**config.mk**
```make
export PLATFORM = sky130hd
export DESIGN_NAME = rv32im_instruction_decoder_top
export DESIGN_NICKNAME = d
export VERILOG_FILES = /design/src/rvid_pkg.sv /design/src/rvid_decode.sv /design/src/rv32im_instruction_decoder_top.sv
export SDC_FILE = /design/constraint.sdc
export NUM_CORES = 1
export LEC_CHECK = 0
export BUFFER_PORTS_ARGS = -buffer_cell sky130_fd_sc_hd__buf_2
export CELL_PAD_IN_SITES_DETAIL_PLACEMENT = 1
export CELL_PAD_IN_SITES_GLOBAL_PLACEMENT = 2
export CORE_MARGIN = 1
export CORE_UTILIZATION = 34
export DETAILED_ROUTE_END_ITERATION = 8
export GPL_TIMING_DRIVEN = 0
export PLACE_DENSITY = 0.82
export SLEW_MARGIN = 20
export SYNTH_ARGS = -nofsm -noshare
export SYNTH_HDL_FRONTEND = slang
export SYNTH_SLANG_ARGS = --single-unit
```
**constraint.sdc**
```tcl
create_clock -name clk -period 4.47 [get_ports clk]
set_input_delay 0.447 -clock clk [delete_from_list [all_inputs] [get_ports clk]]
set_output_delay 0.447 -clock clk [all_outputs]
set_load 0.005 [all_outputs]
```
**src/rvid_pkg.sv**
```systemverilog
// ----------------------------------------------------------------------------
// rvid_pkg
// types, codes and lookup functions for the rv32im instruction decoder
// ----------------------------------------------------------------------------
package rvid_pkg;

  localparam int unsigned InstrWidth = 32;
  localparam int unsigned IdWidth    = 6;
  localparam int unsigned FmtWidth   = 3;
  localparam int unsigned RegWidth   = 5;
  localparam int unsigned OutWidth   = 64;

  typedef logic [IdWidth-1:0]  instr_id_t;
  typedef logic [FmtWidth-1:0] fmt_t;
  typedef logic [RegWidth-1:0] reg_idx_t;

  // instruction identifiers
  localparam instr_id_t ID_LW    = 6'd0;
  localparam instr_id_t ID_LH    = 6'd1;
  localparam instr_id_t ID_LHU   = 6'd2;
  localparam instr_id_t ID_LBU   = 6'd3;
  localparam instr_id_t ID_SW    = 6'd4;
  localparam instr_id_t ID_SH    = 6'd5;
  localparam instr_id_t ID_SB    = 6'd6;
  localparam instr_id_t ID_LUI   = 6'd7;
  localparam instr_id_t ID_ADDI  = 6'd8;
  localparam instr_id_t ID_SLTIU = 6'd9;
  localparam instr_id_t ID_ANDI  = 6'd10;
  localparam instr_id_t ID_XORI  = 6'd11;
  localparam instr_id_t ID_SRAI  = 6'd12;
  localparam instr_id_t ID_SRLI  = 6'd13;
  localparam instr_id_t ID_SLLI  = 6'd14;
  localparam instr_id_t ID_AUIPC = 6'd15;
  localparam instr_id_t ID_JAL   = 6'd16;
  localparam instr_id_t ID_JALR  = 6'd17;
  localparam instr_id_t ID_ADD   = 6'd18;
  localparam instr_id_t ID_SUB   = 6'd19;
  localparam instr_id_t ID_SRA   = 6'd20;
  localparam instr_id_t ID_SRL   = 6'd21;
  localparam instr_id_t ID_SLTU  = 6'd22;
  localparam instr_id_t ID_XOR   = 6'd23;
  localparam instr_id_t ID_OR    = 6'd24;
  localparam instr_id_t ID_SLL   = 6'd25;
  localparam instr_id_t ID_SLT   = 6'd26;
  localparam instr_id_t ID_AND   = 6'd27;
  localparam instr_id_t ID_MUL   = 6'd28;
  localparam instr_id_t ID_MULH  = 6'd29;
  localparam instr_id_t ID_DIV   = 6'd30;
  localparam instr_id_t ID_DIVU  = 6'd31;
  localparam instr_id_t ID_REM   = 6'd32;
  localparam instr_id_t ID_REMU  = 6'd33;
  localparam instr_id_t ID_BEQ   = 6'd34;
  localparam instr_id_t ID_BNE   = 6'd35;
  localparam instr_id_t ID_BGE   = 6'd36;
  localparam instr_id_t ID_BLT   = 6'd37;
  localparam instr_id_t ID_BLTU  = 6'd38;
  localparam instr_id_t ID_BGEU  = 6'd39;
  localparam instr_id_t ID_TRAP  = 6'd40;
  localparam instr_id_t ID_INV   = 6'd41;

  // format classes
  localparam fmt_t FMT_I    = 3'd0;
  localparam fmt_t FMT_S    = 3'd1;
  localparam fmt_t FMT_U    = 3'd2;
  localparam fmt_t FMT_J    = 3'd3;
  localparam fmt_t FMT_R    = 3'd4;
  localparam fmt_t FMT_B    = 3'd5;
  localparam fmt_t FMT_NONE = 3'd6;

  // major opcodes, bits 6:2
  localparam logic [4:0] OP_LOAD   = 5'h00;
  localparam logic [4:0] OP_IMM    = 5'h04;
  localparam logic [4:0] OP_AUIPC  = 5'h05;
  localparam logic [4:0] OP_STORE  = 5'h08;
  localparam logic [4:0] OP_REG    = 5'h0c;
  localparam logic [4:0] OP_LUI    = 5'h0d;
  localparam logic [4:0] OP_BRANCH = 5'h18;
  localparam logic [4:0] OP_JALR   = 5'h19;
  localparam logic [4:0] OP_TRAP   = 5'h1a;
  localparam logic [4:0] OP_JAL    = 5'h1b;

  localparam logic [1:0] OP_LOW    = 2'b11;
  localparam logic [6:0] F7_BASE   = 7'b0000000;
  localparam logic [6:0] F7_ALT    = 7'b0100000;
  localparam logic [6:0] F7_MULDIV = 7'b0000001;

  typedef struct packed {
    logic [31:0] immediate;
    logic        rd_write_enable;
    reg_idx_t    rd_index;
    reg_idx_t    rs2_index;
    reg_idx_t    rs1_index;
    fmt_t        format_class;
    instr_id_t   instr_id;
  } rvid_dec_t;

  function automatic instr_id_t load_id(input logic [2:0] f3);
    case (f3)
      3'd1:    load_id = ID_LH;
      3'd2:    load_id = ID_LW;
      3'd4:    load_id = ID_LBU;
      3'd5:    load_id = ID_LHU;
      default: load_id = ID_INV;
    endcase
  endfunction

  function automatic instr_id_t store_id(input logic [2:0] f3);
    case (f3)
      3'd0:    store_id = ID_SB;
      3'd1:    store_id = ID_SH;
      3'd2:    store_id = ID_SW;
      default: store_id = ID_INV;
    endcase
  endfunction

  function automatic instr_id_t branch_id(input logic [2:0] f3);
    case (f3)
      3'd0:    branch_id = ID_BEQ;
      3'd1:    branch_id = ID_BNE;
      3'd4:    branch_id = ID_BLT;
      3'd5:    branch_id = ID_BGE;
      3'd6:    branch_id = ID_BLTU;
      3'd7:    branch_id = ID_BGEU;
      default: branch_id = ID_INV;
    endcase
  endfunction

  function automatic instr_id_t imm_op_id(input logic [2:0] f3, input logic [6:0] f7);
    case (f3)
      3'd0:    imm_op_id = ID_ADDI;
      3'd3:    imm_op_id = ID_SLTIU;
      3'd7:    imm_op_id = ID_ANDI;
      3'd4:    imm_op_id = ID_XORI;
      3'd5:    imm_op_id = (f7 == F7_ALT) ? ID_SRAI : ((f7 == F7_BASE) ? ID_SRLI : ID_INV);
      3'd1:    imm_op_id = (f7 == F7_BASE) ? ID_SLLI : ID_INV;
      default: imm_op_id = ID_INV;
    endcase
  endfunction

  function automatic instr_id_t reg_op_id(input logic [2:0] f3, input logic [6:0] f7);
    reg_op_id = ID_INV;
    if (f7 == F7_MULDIV) begin
      case (f3)
        3'd0:    reg_op_id = ID_MUL;
        3'd1:    reg_op_id = ID_MULH;
        3'd4:    reg_op_id = ID_DIV;
        3'd5:    reg_op_id = ID_DIVU;
        3'd6:    reg_op_id = ID_REM;
        3'd7:    reg_op_id = ID_REMU;
        default: reg_op_id = ID_INV;
      endcase
    end else if (f7 == F7_BASE) begin
      case (f3)
        3'd0:    reg_op_id = ID_ADD;
        3'd1:    reg_op_id = ID_SLL;
        3'd2:    reg_op_id = ID_SLT;
        3'd3:    reg_op_id = ID_SLTU;
        3'd4:    reg_op_id = ID_XOR;
        3'd5:    reg_op_id = ID_SRL;
        3'd6:    reg_op_id = ID_OR;
        default: reg_op_id = ID_AND;
      endcase
    end else if (f7 == F7_ALT) begin
      if (f3 == 3'd0) begin
        reg_op_id = ID_SUB;
      end else if (f3 == 3'd5) begin
        reg_op_id = ID_SRA;
      end
    end
  endfunction

endpackage

```
**src/rvid_decode.sv**
```systemverilog
// ----------------------------------------------------------------------------
// rvid_decode
// combinational decode of one rv32im instruction word
// ----------------------------------------------------------------------------
module rvid_decode (
  input  logic [rvid_pkg::InstrWidth-1:0] instr,
  output rvid_pkg::rvid_dec_t             dec
);
  import rvid_pkg::*;

  logic [2:0] f3;
  logic [6:0] f7;
  instr_id_t  id;
  fmt_t       fmt;

  assign f3 = instr[14:12];
  assign f7 = instr[31:25];

  always_comb begin
    id  = ID_INV;
    fmt = FMT_NONE;
    if (instr[1:0] == OP_LOW) begin
      case (instr[6:2])
        OP_LOAD:   begin id = load_id(f3);       fmt = FMT_I;    end
        OP_STORE:  begin id = store_id(f3);      fmt = FMT_S;    end
        OP_LUI:    begin id = ID_LUI;            fmt = FMT_U;    end
        OP_IMM:    begin id = imm_op_id(f3, f7); fmt = FMT_I;    end
        OP_AUIPC:  begin id = ID_AUIPC;          fmt = FMT_U;    end
        OP_JAL:    begin id = ID_JAL;            fmt = FMT_J;    end
        OP_JALR:   begin id = ID_JALR;           fmt = FMT_I;    end
        OP_REG:    begin id = reg_op_id(f3, f7); fmt = FMT_R;    end
        OP_BRANCH: begin id = branch_id(f3);     fmt = FMT_B;    end
        OP_TRAP:   begin id = ID_TRAP;           fmt = FMT_NONE; end
        default:   begin id = ID_INV;            fmt = FMT_NONE; end
      endcase
    end
    if (id == ID_INV) begin
      fmt = FMT_NONE;
    end
  end

  always_comb begin
    dec              = '0;
    dec.instr_id     = id;
    dec.format_class = fmt;
    case (fmt)
      FMT_I: begin
        dec.rs1_index = instr[19:15];
        dec.rd_index  = instr[11:7];
        dec.immediate = {{20{instr[31]}}, instr[31:20]};
      end
      FMT_S: begin
        dec.rs1_index = instr[19:15];
        dec.rs2_index = instr[24:20];
        dec.immediate = {{20{instr[31]}}, instr[31:25], instr[11:7]};
      end
      FMT_U: begin
        dec.rd_index  = instr[11:7];
        dec.immediate = {instr[31:12], 12'b0};
      end
      FMT_J: begin
        dec.rd_index  = instr[11:7];
        dec.immediate = {{11{instr[31]}}, instr[31], instr[19:12], instr[20],
                         instr[30:21], 1'b0};
      end
      FMT_R: begin
        dec.rs1_index = instr[19:15];
        dec.rs2_index = instr[24:20];
        dec.rd_index  = instr[11:7];
      end
      FMT_B: begin
        dec.rs1_index = instr[19:15];
        dec.rs2_index = instr[24:20];
        dec.immediate = {{19{instr[31]}}, instr[31], instr[7], instr[30:25],
                         instr[11:8], 1'b0};
      end
      default: begin
        dec.immediate = '0;
      end
    endcase
    dec.rd_write_enable = (fmt inside {FMT_I, FMT_U, FMT_J, FMT_R}) &&
                          (dec.rd_index != '0);
  end

endmodule

```
**src/rv32im_instruction_decoder_top.sv**
```systemverilog
// ----------------------------------------------------------------------------
// rv32im_instruction_decoder_top
// streaming rv32im instruction decoder with registered input and result
// ----------------------------------------------------------------------------
// Decodes one 32-bit RV32IM instruction per transfer into an instruction id,
// format class, register indices, destination write enable and sign-extended
// immediate. A new instruction is taken every cycle unless out_tready stalls
// the output; each result passes the input register, then the result register,
// and decode of the registered word fits in the single stage between them.
// Unknown or unsupported words come out as invalid, format none, other fields zero.
module rv32im_instruction_decoder_top (
  input  logic                           clk,
  input  logic                           rst_n,
  input  logic                           in_tvalid,
  output logic                           in_tready,
  // [31:0] instruction_word
  input  logic [rvid_pkg::InstrWidth-1:0] in_tdata,
  output logic                           out_tvalid,
  input  logic                           out_tready,
  // [5:0] instr_id, [8:6] format_class, [13:9] rs1_index, [18:14] rs2_index,
  // [23:19] rd_index, [24] rd_write_enable, [56:25] immediate, [63:57] zero
  output logic [rvid_pkg::OutWidth-1:0]   out_tdata
);
  import rvid_pkg::*;

  logic [InstrWidth-1:0] instr_r;
  logic                  in_vld_r;
  rvid_dec_t             dec;
  rvid_dec_t             res_r;
  logic                  out_vld_r;
  logic                  res_load;
  logic                  in_load;
  logic                  in_vld_nxt;
  logic                  out_vld_nxt;

  rvid_decode u_decode (
    .instr (instr_r),
    .dec   (dec)
  );

  assign res_load    = in_vld_r && (!out_vld_r || out_tready);
  assign in_tready   = !in_vld_r || res_load;
  assign in_load     = in_tvalid && in_tready;
  assign in_vld_nxt  = in_load || (in_vld_r && !res_load);
  assign out_vld_nxt = res_load || (out_vld_r && !out_tready);

  always_ff @(posedge clk) begin
    if (!rst_n) begin
      in_vld_r  <= 1'b0;
      out_vld_r <= 1'b0;
    end else begin
      in_vld_r  <= in_vld_nxt;
      out_vld_r <= out_vld_nxt;
    end
  end

  always_ff @(posedge clk) begin
    if (in_load) begin
      instr_r <= in_tdata;
    end
    if (res_load) begin
      res_r <= dec;
    end
  end

  assign out_tvalid = out_vld_r;
  assign out_tdata  = {{(OutWidth - $bits(rvid_dec_t)){1'b0}}, res_r};

endmodule

```
# Word level (Yosys, flattened, before mapping)
# Cells that the tools add are included.
[op_classes]
shift = 0
n_mux = 21
n_eq_ne = 25
order_cmp = 0
n_mul = 0
div = 0
bitwise_logic = 0
reduce_logical = 24
addsub = 0
[op_table]
columns = ["operator", "n"]
rows = [
  ["$pmux 32 s5", 1],
  ["$pmux 6 s6", 2],
  ["$pmux 6 s10", 1],
  ["$mux 6", 9],
  ["$pmux 4 s7", 1],
  ["$pmux 4 s6", 1],
  ["$pmux 6 s4", 1],
  ["$eq 5x5->1 const B", 4],
  ["$eq 3x3->1 const B", 6],
  ["$pmux 3 s6", 1],
  ["$pmux 6 s3", 1],
  ["$eq 5x4->1 const B", 3],
  ["$eq 3x2->1 const B", 4],
  ["$eq 5x3->1 const B", 2],
  ["$reduce_or 4->1", 2],
  ["$eq 7x1->1 const B", 1],
  ["$eq 7x6->1 const B", 1],
  ["$logic_not 7->1", 1],
  ["$eq 3x1->1 const B", 2],
  ["$eq 6x6->1 const B", 1],
  ["$logic_not 3->1", 2],
  ["$mux 3", 2],
  ["$reduce_or 3->1", 2],
  ["$logic_and 1x1->1", 5],
  ["8 further kinds", 14],
]
[totals]
register_bits = 91
latch_bits = 0
memories = 0
wordCells = 80
mem_bits_rw = 0
rom_bits = 0

# Logic depth before layout (Yosys ltp)
[depth]
ltp_word = 15
mapped_depth = 12
ltp_nobuf = 9

# Hierarchy
# Synthesis repeated with hierarchy kept, for this count alone.
[unflattened]
hier_cells = 364
area_unflattened_um2 = 4329.2
[modules_own_cells]
columns = ["mod", "cells_per_inst", "instances", "seq_area_each_um2", "area_each_um2"]
rows = [
  ["rv32im_instruction_decoder_top", 106, 1, 2712.6, 2832.7],
  ["rvid_decode", 258, 1, 0.0, 1496.4],
]

# Worst setup path before layout
# Ideal clock, no wire load.
[synth_path]
path_kind = "input to register"
startpoint = "in out_tready"
endpoint = "reg res_r (netlist bit out_tdata[0]) (enable)"
path_stages = 2
t_required_ns = 3.991
t_arrival_ns = 3.065
setup_time_ns = 0.479
slack_ns = 0.926
n_path_buf = 0
cell_sequence = "nor2b_1 nor2b_1"
[synth_via]
elab_chain_cells = 2
[synth_rtl]
columns = ["item", "line_no", "rtl"]
rows = [
  ["start, declared", "rv32im_instruction_decoder_top.sv:19", "input logic out_tready,"],
  ["$logic_or 1x1->1", "rv32im_instruction_decoder_top.sv:41", "assign res_load = in_vld_r && (!out_vld_r || out_tready);"],
  ["$logic_and 1x1->1", "rv32im_instruction_decoder_top.sv:41", ""],
  ["net res_load", "rv32im_instruction_decoder_top.sv:31", "logic res_load;"],
  ["end signal, assigned", "rv32im_instruction_decoder_top.sv:62", "res_r <= dec;"],
  ["end, declared", "rv32im_instruction_decoder_top.sv:29", "rvid_dec_t res_r;"],
]
# The timed path passes the listed nets, and every way through them passes these cells.
# A chain may end at the register's enable or synchronous reset.

==> impl_metrics.env <==
export IMPL_status="completed"
export IMPL_layoutNonFillerInstCount=650
export IMPL_cp_max_fo=11
export IMPL_muxShareOfSynthArea=0.00472
export IMPL_dp_cells=634
export IMPL_critPathKind="register to register"
export IMPL_dieArea_um2=12900
export IMPL_via_per_inst=4.96
export IMPL_pin_count=102
export IMPL_post_cts_resized=0
export IMPL_r2r_cells=11
export IMPL_num_rows=40
export IMPL_endpoint="out_tdata[54]$_DFFE_PP_"
export IMPL_synth_area_leader_cell="edfxtp_1"
export IMPL_cap_viol_max_count=0
export IMPL_worst_setup_path_start_kind="register"
export IMPL_cts_setup_buffers=0
export IMPL_clockBufferDepth=2
export IMPL_critPathRequiredTime_ns=4.62
export IMPL_grt_use_met2=0.292
export IMPL_worst_hold_path_type="primary input to register"
export IMPL_rsz0062_at_grt="false"
export IMPL_diodes=0
export IMPL_drc=0
export IMPL_setup_worst_path_start="instr_r[14]$_DFFE_PP_"
export IMPL_period_minus_slack_ns=3.76
export IMPL_grt_first_pass_wirelength_mm=17.7
export IMPL_synthArstFlopShare=0
export IMPL_pwr_share_comb=0.089
export IMPL_tightest_slew_ns=0.662
export IMPL_grt_max_degree=29
export IMPL_min_period_over_period=0.842
export IMPL_synth_top_family_by_area="simple AND/OR/NAND/NOR gates"
export IMPL_synth_area_leaders="edfxtp_1 (63%), nand2_1 (5.1%), nor2_1 (3.1%)"
export IMPL_switching_share=0.227
export IMPL_seq_area_frac_synth=0.639
export IMPL_ys_flop_type="edfxtp_1"
export IMPL_track_usage=0.184
export IMPL_areaGrowthSynthToFinish_pct=25.8
export IMPL_core_area_um2=12100
export IMPL_cts_htree_levels=3
export IMPL_fillers=1373
export IMPL_cts_tree="done"
export IMPL_p_int_mw=1.55
export IMPL_worstReg2RegStart="instr_r[14]$_DFFE_PP_"
export IMPL_drive_gt1_frac=0.282
export IMPL_p_switching_uw=455
export IMPL_ir_drop_mv=0.286
export IMPL_p_clk_frac=0.409
export IMPL_postRouteAntennaNets=0
export IMPL_ys_types=58
export IMPL_synthCells=363
export IMPL_p_total_mw=2.00
export IMPL_synth_xor_area_frac=0.00619
export IMPL_grt_pass1_vias=3221
export IMPL_drt_iter0_drc=162
export IMPL_tns_ns=0
export IMPL_grt_busiest_layer="met2"
export IMPL_yosys_warnings=0
export IMPL_dr_pass1_iters=4
export IMPL_p_leak_nw=1.88
export IMPL_critical_path_depth=11
export IMPL_root_buffer="clkbuf_16"
export IMPL_post_drt_wl_per_cell_um=17.3
export IMPL_antenna_found_initial=0
export IMPL_critPathMaxStageDelay_ns=0.55
export IMPL_initial_core_util=0.351
export IMPL_clkLatencyLatePin_ns=0.35
export IMPL_ctsHoldBuffers=0
export IMPL_grt_overflow=0
export IMPL_fp_dieW_um=114
export IMPL_timing_rr_end="out_tdata[54]$_DFFE_PP_"
export IMPL_clock_skew_ns=0.00781
export IMPL_yosys_area_top_type_share=0.630
export IMPL_clk_pin_slew_ns=0.07
export IMPL_synthSimpleGateAreaFrac=0.179
export IMPL_fmax_ghz=0.266
export IMPL_dp_hpwl_mm=8.25
export IMPL_port_buffers=94
export IMPL_path_cells="buf_2 > clkinv_1 > ha_1 > or4_1 > or2_1 > o21ai_0 > a31oi_1 > and4_1 > buf_2 > buf_2 > a21oi_1"
export IMPL_reg2reg_slack_ns=0.71
export IMPL_synth_fa_ha_area_frac=0.0177
export IMPL_final_hold_viol_count=0
export IMPL_relSlewSlack=0.553
export IMPL_avgSynthCellArea_um2=11.7
export IMPL_path_common_cell="buf_2"
export IMPL_syn_area_um2=4250
export IMPL_use_met1=0.251
export IMPL_finalSetupViolCount=0
export IMPL_num_vias=3225
export IMPL_drv_slew=0
export IMPL_endpoint_kind="register"
export IMPL_clock_sinks=91
export IMPL_crit_buf_inv=4
export IMPL_numCtsBuffers=9
export IMPL_seqPwrFrac=0.501
export IMPL_ys_ff_latch=91
export IMPL_synth_compound_area_frac=0.109
export IMPL_nNetsFinal=519
export IMPL_final_core_util=0.441
export IMPL_slowest_stage="or4_1"
export IMPL_use_met3=0.0292
export IMPL_drt_total_wl_mm=11.2
export IMPL_die_h_um=114
export IMPL_gp_congestion=0.836
export IMPL_cp_top_family="simple AND/OR/NAND/NOR gates"
export IMPL_arrival_ns=3.91
export IMPL_cellPowerDensity_nw_per_um2=375
export IMPL_synth_edff_count=89
per-stage QoR:
stage          cell area, um^2  hold WS [ns]  worst slack [ns]
2_1_floorplan             4270         0.477             0.926
6_report                  5340         0.268             0.707
4_1_cts                   5340         0.255             0.656
3_5_place_dp              5020         0.543             0.679
5_1_grt                   5340         0.257             0.480
3_3_place_gp              4950         0.491            -0.197
flip-flops by register name, indices dropped and copies added (netlist names):
name	count
out_tdata	57
out_tvalid	1
in_vld_r	1
instr_r	32
synthesized netlist by cell type (all sizes together) (2+ instances only):
master   n
a2111o   2
a21o     3
a21oi   25
a22oi    4
a31oi    3
a41oi    3
and2     3
and3     3
and3b    2
buf     17
clkbuf  12
dfxtp    2
edfxtp  89
ha       6
inv      7
mux2i    2
nand2   58
nand2b   4
nand3    7
nand3b   2
nand4    2
nor2    35
nor2b   10
nor3     8
nor3b    4
nor4     3
o211ai   3
o21a     2
o21ai   11
o311ai   3
o31ai    2
o41ai    2
or2      4
or3      2
or4      2
xnor2    2
cells by family after synthesis:
group,count (synthesis)
xor+xnor,3
fa+ha+maj,6
buf+inv,37
mux,2
other cells,1
compound gates,71
simple gates,152
flops,91
metal layers:
| layer | vias to the layer above | share of wire |
|---|---|---|
| li1 | 1535 | - |
| met5 | - | 0 |
| met1 | 1595 | 0.48 |
| met2 | 84 | 0.47 |
| met4 | 0 | 0.016 |
| met3 | 11 | 0.035 |
power by group through the flow:
stage	sequential [mW]	combinational, mW	clock (mW)
final	1.00	0.178	0.820
after global routing	1.01	0.197	0.869
after CTS	1.00	0.181	0.843
after floorplan	1.02	0.0934	0
after detailed placement	1.02	0.180	0
after global placement	1.02	0.169	0
worst min path at each step:
| stage | from | to | slack (ns) | depth (start not counted) |
|---|---|---|---|---|
| after floorplan | in_vld_r$_SDFF_PN0_ | out_tvalid$_SDFF_PN0_ | 0.48 | 1 |
| after global placement | in_vld_r$_SDFF_PN0_ | out_tvalid$_SDFF_PN0_ | 0.49 | 1 |
| after detailed placement | in_vld_r$_SDFF_PN0_ | out_tvalid$_SDFF_PN0_ | 0.54 | 1 |
| after CTS | in_tdata[7] | instr_r[7]$_DFFE_PP_ | 0.25 | 1 |
| after global routing | in_tdata[10] | instr_r[10]$_DFFE_PP_ | 0.26 | 1 |
| final | in_tdata[19] | instr_r[19]$_DFFE_PP_ | 0.27 | 1 |
worst reg2reg max path: stages (launching register included):
cell      delay [ns]
edfxtp_1        0.48
buf_2           0.30
clkinv_1        0.33
ha_1            0.36
or4_1           0.55
or2_1           0.28
o21ai_0         0.30
a31oi_1         0.13
and4_1          0.22
buf_2           0.16
buf_2           0.19
a21oi_1         0.26
area by class of cell:
cell class | instances | area (um^2) | area share
multi-input cells | 241 | 1380 | 0.258
clock buffers | 11 | 233 | 0.0436
flip-flops and latches | 91 | 2710 | 0.508
well taps | 168 | 210 | 0.0393
plain buffers | 29 | 154 | 0.0288
clock inverters | 5 | 85.1 | 0.0159
inverters | 8 | 30.0 | 0.00562
repair buffers | 97 | 538 | 0.101
placed cells by master (no fill, tap or decap), drive strengths merged, types with 8 or more instances in the layout:
cell type / n
o21ai: 11
nor2: 35
nor3: 8
clkbuf: 23
nor2b: 10
nand2: 58
inv: 9
edfxtp: 89
a21oi: 25
buf: 114
Power figures use the tool's default switching activity.
